===== src/design/stdpw_pkg.sv =====
// Package for the STDP synapse weight updater: beat structs, state enum,
// register indexes and request codes. No dependencies.
package stdpw_pkg;

    typedef struct packed {
        logic        req_type;
        logic        spike_side;
        logic [5:0]  neuron_index;
        logic [5:0]  hidden_read_index;
        logic [31:0] event_time;
        logic [1:0]  learn_phase;
    } t_in_beat;

    typedef struct packed {
        logic [7:0]  updated_count;
        logic [15:0] plus_weight;
        logic [15:0] minus_weight;
    } t_out_beat;

    typedef struct packed {
        logic [15:0] ceiling;
        logic [15:0] floor;
    } t_limits;

    typedef enum logic [2:0] {
        S_CLEAR,
        S_IDLE,
        S_START,
        S_FETCH,
        S_EVAL,
        S_UPD_P,
        S_UPD_M,
        S_DONE
    } t_state;

    localparam logic REQ_SPIKE    = 1'b0;
    localparam logic REQ_READ     = 1'b1;
    localparam logic SIDE_VISIBLE = 1'b0;
    localparam logic SIDE_HIDDEN  = 1'b1;
    localparam logic MODE_BIPOLAR = 1'b0;
    localparam logic MODE_DIFF    = 1'b1;

    localparam logic [1:0] PH_DATA  = 2'd0;
    localparam logic [1:0] PH_MODEL = 2'd1;

    localparam logic [2:0] REG_LEARN_MODE     = 3'd0;
    localparam logic [2:0] REG_SET_STEP       = 3'd1;
    localparam logic [2:0] REG_RESET_STEP     = 3'd2;
    localparam logic [2:0] REG_WEIGHT_CEILING = 3'd3;
    localparam logic [2:0] REG_WEIGHT_FLOOR   = 3'd4;
    localparam logic [2:0] REG_SET_WINDOW     = 3'd5;
    localparam logic [2:0] REG_RESET_WINDOW   = 3'd6;
    localparam logic [2:0] REG_STDP_WINDOW    = 3'd7;

endpackage


===== src/design/stdpw_pulse.sv =====
// Shared conductance pulse unit: adds a signed step and clamps to the limits.
// Depends on stdpw_pkg.
module stdpw_pulse (
    input  logic [15:0]        i_weight,
    input  logic signed [16:0] i_step,
    input  stdpw_pkg::t_limits i_lim,
    output logic [15:0]        o_weight
);

    logic signed [17:0] sum;

    assign sum = $signed({2'b00, i_weight}) + 18'(i_step);

    always_comb begin
        if (sum > $signed({2'b00, i_lim.ceiling})) begin
            o_weight = i_lim.ceiling;
        end else if (sum < $signed({2'b00, i_lim.floor})) begin
            o_weight = i_lim.floor;
        end else begin
            o_weight = sum[15:0];
        end
    end

endmodule


===== config.mk =====
export PLATFORM = sky130hd
export DESIGN_NAME = stdpw_pulse
export DESIGN_NICKNAME = d
export VERILOG_FILES = /design/src/design/stdpw_pkg.sv /design/src/design/stdpw_pulse.sv
export SDC_FILE = /design/constraint.sdc
export NUM_CORES = 1
export LEC_CHECK = 0
export ABC_AREA = 1
export ABC_CLOCK_PERIOD_IN_PS = 3200
export BUFFER_PORTS_ARGS = -buffer_cell sky130_fd_sc_hd__buf_2
export CAP_MARGIN = 15
export CORE_AREA = 5 5 65 81
export DETAILED_ROUTE_END_ITERATION = 6
export DIE_AREA = 0 0 70 86
export PLACE_DENSITY_LB_ADDON = 0.1
export SETUP_SLACK_MARGIN = 0.15
export SYNTH_ARGS = -nofsm -noshare
export SYNTH_HDL_FRONTEND = slang
export SYNTH_SLANG_ARGS = --single-unit

===== constraint.sdc =====
create_clock -name vclk -period 3.2
set_clock_uncertainty 0.05 [all_clocks]
set_input_delay 0.16 -clock vclk [all_inputs]
set_output_delay 0.16 -clock vclk [all_outputs]
set_load 0.03 [all_outputs]

==> results of run 1 <==
## metrics by stage
stage | utilization | instance area (sq um) | setup TNS, ps | setup WS (ps)
CTS | 0.9151 | 4019 | -1554 | -102.8
global placement | 0.7336 | 3222 | -4108 | -297.7
floorplan | - | 2318 | 0 | 137.4
detailed placement | 0.7336 | 3222 | -5166 | -352.8
## kinds of logic after synthesis
logic type | after synthesis | synth area share
xor gates and xnor gates | 11 | 0.04312
AOI/OAI and AO/OA | 44 | 0.1221
adders and majority gates | 48 | 0.2721
and+or+nand+nor | 209 | 0.4048
buffers and inverters | 85 | 0.1579
## cell usage after synthesis (all sizes together)
cell,number
a211oi,1
a21boi,1
a21o,3
a21oi,26
a22oi,1
a31o,1
a31oi,1
buf,4
clkbuf,1
fa,1
ha,47
inv,80
nand2,133
nand3,47
nand3b,1
nand4,1
nor2,18
nor3,8
nor4,1
o211ai,1
o21a,2
o21ai,3
o21bai,4
xnor2,2
xor2,9
## what timing repair did
item,4_1_cts
cloned,1
gates resized for setup,122
pin swaps,33
setup endpoints to repair,16
setup buffers,28
==> reports/results.txt, run 1 <==
Result of the run: aborted with a tool error
Last step reached: global routing (5_1_grt)
First error line in the log: [ERROR DPL-0038] Utilization greater than 100%, impossible to legalize
Distinct cell type count after synthesis: 34
Area share of the leading cell type in the synthesized netlist: 0.2632
Combined area of all synthesized cells: 2235 sq um
Die Span X: 70 um
Portion of the post-synthesis area used by sequential elements: 0
Synth Net Count: 510
Number of warning messages in the yosys log: 0
Endpoint with the least setup slack after the last repair: o_weight[10]
Total placed cells including tap cells: 593
Half-perimeter wire length after detailed placement: 5859 um
Mean instance size in the synthesized netlist: 5.629 sq um
Port Buffers: 81
Number of standard cells after synthesis: 397
Most area-consuming cells after synthesis: ha_1 (26%), nand2_1 (21%), inv_1 (13%)
Floorplan die height: 86 um
Worst endpoint pin kind: primary output
Final estimated routing congestion in global placement: 0.8875
Effective utilization at floorplan: 0.5088
Pin count of the biggest net entering global routing: 18
Post-CTS Hold Fix Bufs: 0
Number of primary I/O pins: 81
Area leader, netlist: ha_1
Number of rows in the core area: 27
==> run 2, diff against run 1 <==
--- a/config.mk
+++ b/config.mk
@@ -9,11 +9,10 @@
 export ABC_CLOCK_PERIOD_IN_PS = 3200
 export BUFFER_PORTS_ARGS = -buffer_cell sky130_fd_sc_hd__buf_2
 export CAP_MARGIN = 15
-export CORE_AREA = 5 5 65 81
+export CORE_AREA = 5 5 81 83
 export DETAILED_ROUTE_END_ITERATION = 6
-export DIE_AREA = 0 0 70 86
-export PLACE_DENSITY_LB_ADDON = 0.1
-export SETUP_SLACK_MARGIN = 0.15
+export DIE_AREA = 0 0 86 88
+export PLACE_DENSITY_LB_ADDON = 0.15
 export SYNTH_ARGS = -nofsm -noshare
 export SYNTH_HDL_FRONTEND = slang
 export SYNTH_SLANG_ARGS = --single-unit
==> run 2 against run 1 <==
- the flow now finishes, with violations (negative setup slack)
- synthesized cell count unchanged
- synthesized area did not move
==> reports/results.txt, run 2 <==
Result of the run: finished with violations
Violated checks: negative setup slack
Register Area: 0 sq um
Crit path cell chain: buf_2, ha_4, nand2_4, inv_1, a21oi_4, nand3_4, buf_6, a21o_1, xor2_2, inv_2, ha_4, nand2_2, o21a_1, o21a_1, nand2_1, nand2_1, nand2_2, nand2_4, buf_8, nand3_1, nand2_2, buf_6
Final setup slack of the worst path: -52.67 ps
Final worst path period need: 3253 ps
Cell with the most instances on the worst path: nand2_2
Share of cells above drive strength 1: 0.4728
Slew Viols, Final: 0
Area share of the leading cell type in the synthesized netlist: 0.2632
Pin count of the biggest net entering global routing: 18
Layout Utilization: 0.6779
Worst vdd ir: 0.1710 mV
Most area-consuming cells after synthesis: ha_1 (26%), nand2_1 (21%), inv_1 (13%)
Final estimated routing congestion in global placement: 0.8680
Area leader, netlist: ha_1
Synth top cells by count: nand2_1 (127), inv_1 (78), ha_1 (47), nand3_1 (44), a21oi_1 (25)
Biggest cell delay along the critical path: 280 ps
Post-Synth Adder-Cell Area: 0.2721
Category of the most critical setup path: in2out
Fraction of power consumed by combinational cells: 1.000
Total Nets Final: 667
Layout overhead on the synthesized area: 75.36%
Post-synthesis compound-gate area fraction: 0.1221
Count of final setup violators: 16
Critical path arrival: 3040 ps
Number of cells on the worst hold path: 4
Post-Synth XOR/XNOR Area: 0.04311
Combined global-route utilization of all metal layers: 0.1930
Initial antenna violation count: 0
Inserted Diodes: 0
Hold worst-path end: o_weight[9]
Wire per inst: 12.44 um
Synth Net Count: 510
Total power of the final layout: 0.001260 W
Worst slew margin relative to its limit: 0.7728
Detail-routed via count per cell: 4.786
Most frequently used cell type in the post-synthesis netlist: nand2_1
First-pass GRT wire length: 12,280 um
Worst-Margin Slew: 340.4 ps
LEAKAGE: 2.246 nW
DRC violations left: 0
Detailed-router iteration count before antenna repair: 4
Die Area: 7568 sq um
Class of the most critical hold timing path: in2out
Fraction of synthesized area in multiplexers: 0
Aggregate global routing overflow: 0
Fraction of power spent switching nets: 0.5252
Fillers: 509
Power per unit of standard cell area: 321.6 nW/um^2
Portion of the clock cycle consumed by the worst path in the final layout: 1.016
Total placed cells including tap cells: 612
Clk pwr share: 0
Fraction of the mapped netlist area in simple logic gates: 0.4048
Via count: 3,001
Number of rows in the core area: 28
Cell type of the slowest stage on the worst timing path: ha_4
Nature of the critical path startpoint: input pin
Post-route setup TNS: -490.2 ps
Total area of multi-input combinational cells: 2347 sq um
Final hold viol count: 0
Number of primary I/O pins: 81
Int Pwr: 0.0005984 W
Most frequent cells in the layout: nand2_1 (95), inv_1 (73), buf_4 (71), buf_2 (60), ha_1 (35)
Setup slack after placement: -269.5 ps
Mean instance size in the synthesized netlist: 5.629 sq um
Number of global-route vias before repair: 2,942
Die Span X: 86 um
Fmax: 307.4 MHz
Max-cap check violation count: 0
Seq_cells: 0
Element type at the critical path end: output port
Psw: 0.0006620 W
Portion of the post-synthesis area used by sequential elements: 0
Residual antenna-violating net count after detailed routing: 0
Sequential fraction of design power: 0
Final cell count without fillers: 627
CP required: 2990 ps
Effective utilization at floorplan: 0.3866
Combined area of all synthesized cells: 2235 sq um
Hold Crit Start: i_lim[25]
Number of standard cells after synthesis: 397
Distinct cell type count after synthesis: 34
Combinational family with the most area after synthesis: simple AND/OR/NAND/NOR gates
DRC marker count from the first detailed-route iteration: 95
Most common library cell in the layout ignoring fill and taps: nand2_1
Placeable core region: 5781 sq um
Post-CTS Hold Fix Bufs: 0
Top fanout value on the critical path: 9
Total detailed-routing wirelength: 7799 um
Setup repair after global routing missed its margin: yes
Port Buffers: 81
Number of warning messages in the yosys log: 0
Floorplan die height: 88 um
Number of clock buffer instances in the layout: 0
Half-perimeter wire length after detailed placement: 5902 um
[run 2: cell counts after synthesis]
Identical to the previous run, type by type.
[run 2: kinds of logic after synthesis]
family | Yosys count
AO/OA/AOI/OAI | 44
XOR/XNOR | 11
adder cells (fa/ha/maj) | 48
buffers and inverters | 85
AND/OR/NAND/NOR | 209
[run 2: cell type report]
type	count	area share
Inverter	80	0.07791
Multi-Input combinational cell	312	0.5990
Tap cell	75	0.02395
Timing Repair Buffer	160	0.2992
[run 2: metrics by stage]
stage / hold slack (ps) / area [sq um]
2_1_floorplan: 493.4 / 2235
3_3_place_gp: 631.6 / 3174
3_5_place_dp: 636.5 / 3174
4_1_cts: 595.1 / 3608
5_1_grt: 609.1 / 3919
6_report: 592.0 / 3919
[run 2: power by group through the flow]
stage               registers (W)  clock network, W  logic, W
floorplan                       0                 0  0.000600
CTS                             0                 0   0.00113
detailed placement              0                 0  0.000942
global placement                0                 0  0.000932
global route                    0                 0   0.00138
finish                          0                 0   0.00126
[run 2: timing repair]
action	CTS	global route
buffers inserted	13	1
cloned	0	1
gates resized for setup	80	66
setup endpoints to repair	16	16
pin swaps	13	21
[run 2: layer usage]
layer / track usage / share of wire
met5: 0 / 0
met4: 0.01871 / 0.0049
met3: 0.007526 / 0.048
met2: 0.3847 / 0.54
met1: 0.2344 / 0.41
[run 2: worst max path at each step]
stage | slack (ps) | cells past startpoint | to | from
finish | -50 | 22 | o_weight[0] | i_weight[7]
detailed placement | -270 | 23 | o_weight[3] | i_weight[0]
global route | -260 | 23 | o_weight[8] | i_weight[6]
global placement | -250 | 23 | o_weight[3] | i_weight[0]
floorplan | 30 | 21 | o_weight[10] | i_weight[0]
CTS | -40 | 23 | o_weight[3] | i_weight[0]
[run 2: critical path, delay by kind of cell]
family,cells,cell delay (ps)
buffers and inverters,6,720
AOI/OAI and AO/OA,4,720
and+or+nand+nor,9,700
adders and majority gates,2,530
xor gates and xnor gates,1,220
Note: power is estimated with default switching activity, not from simulation.
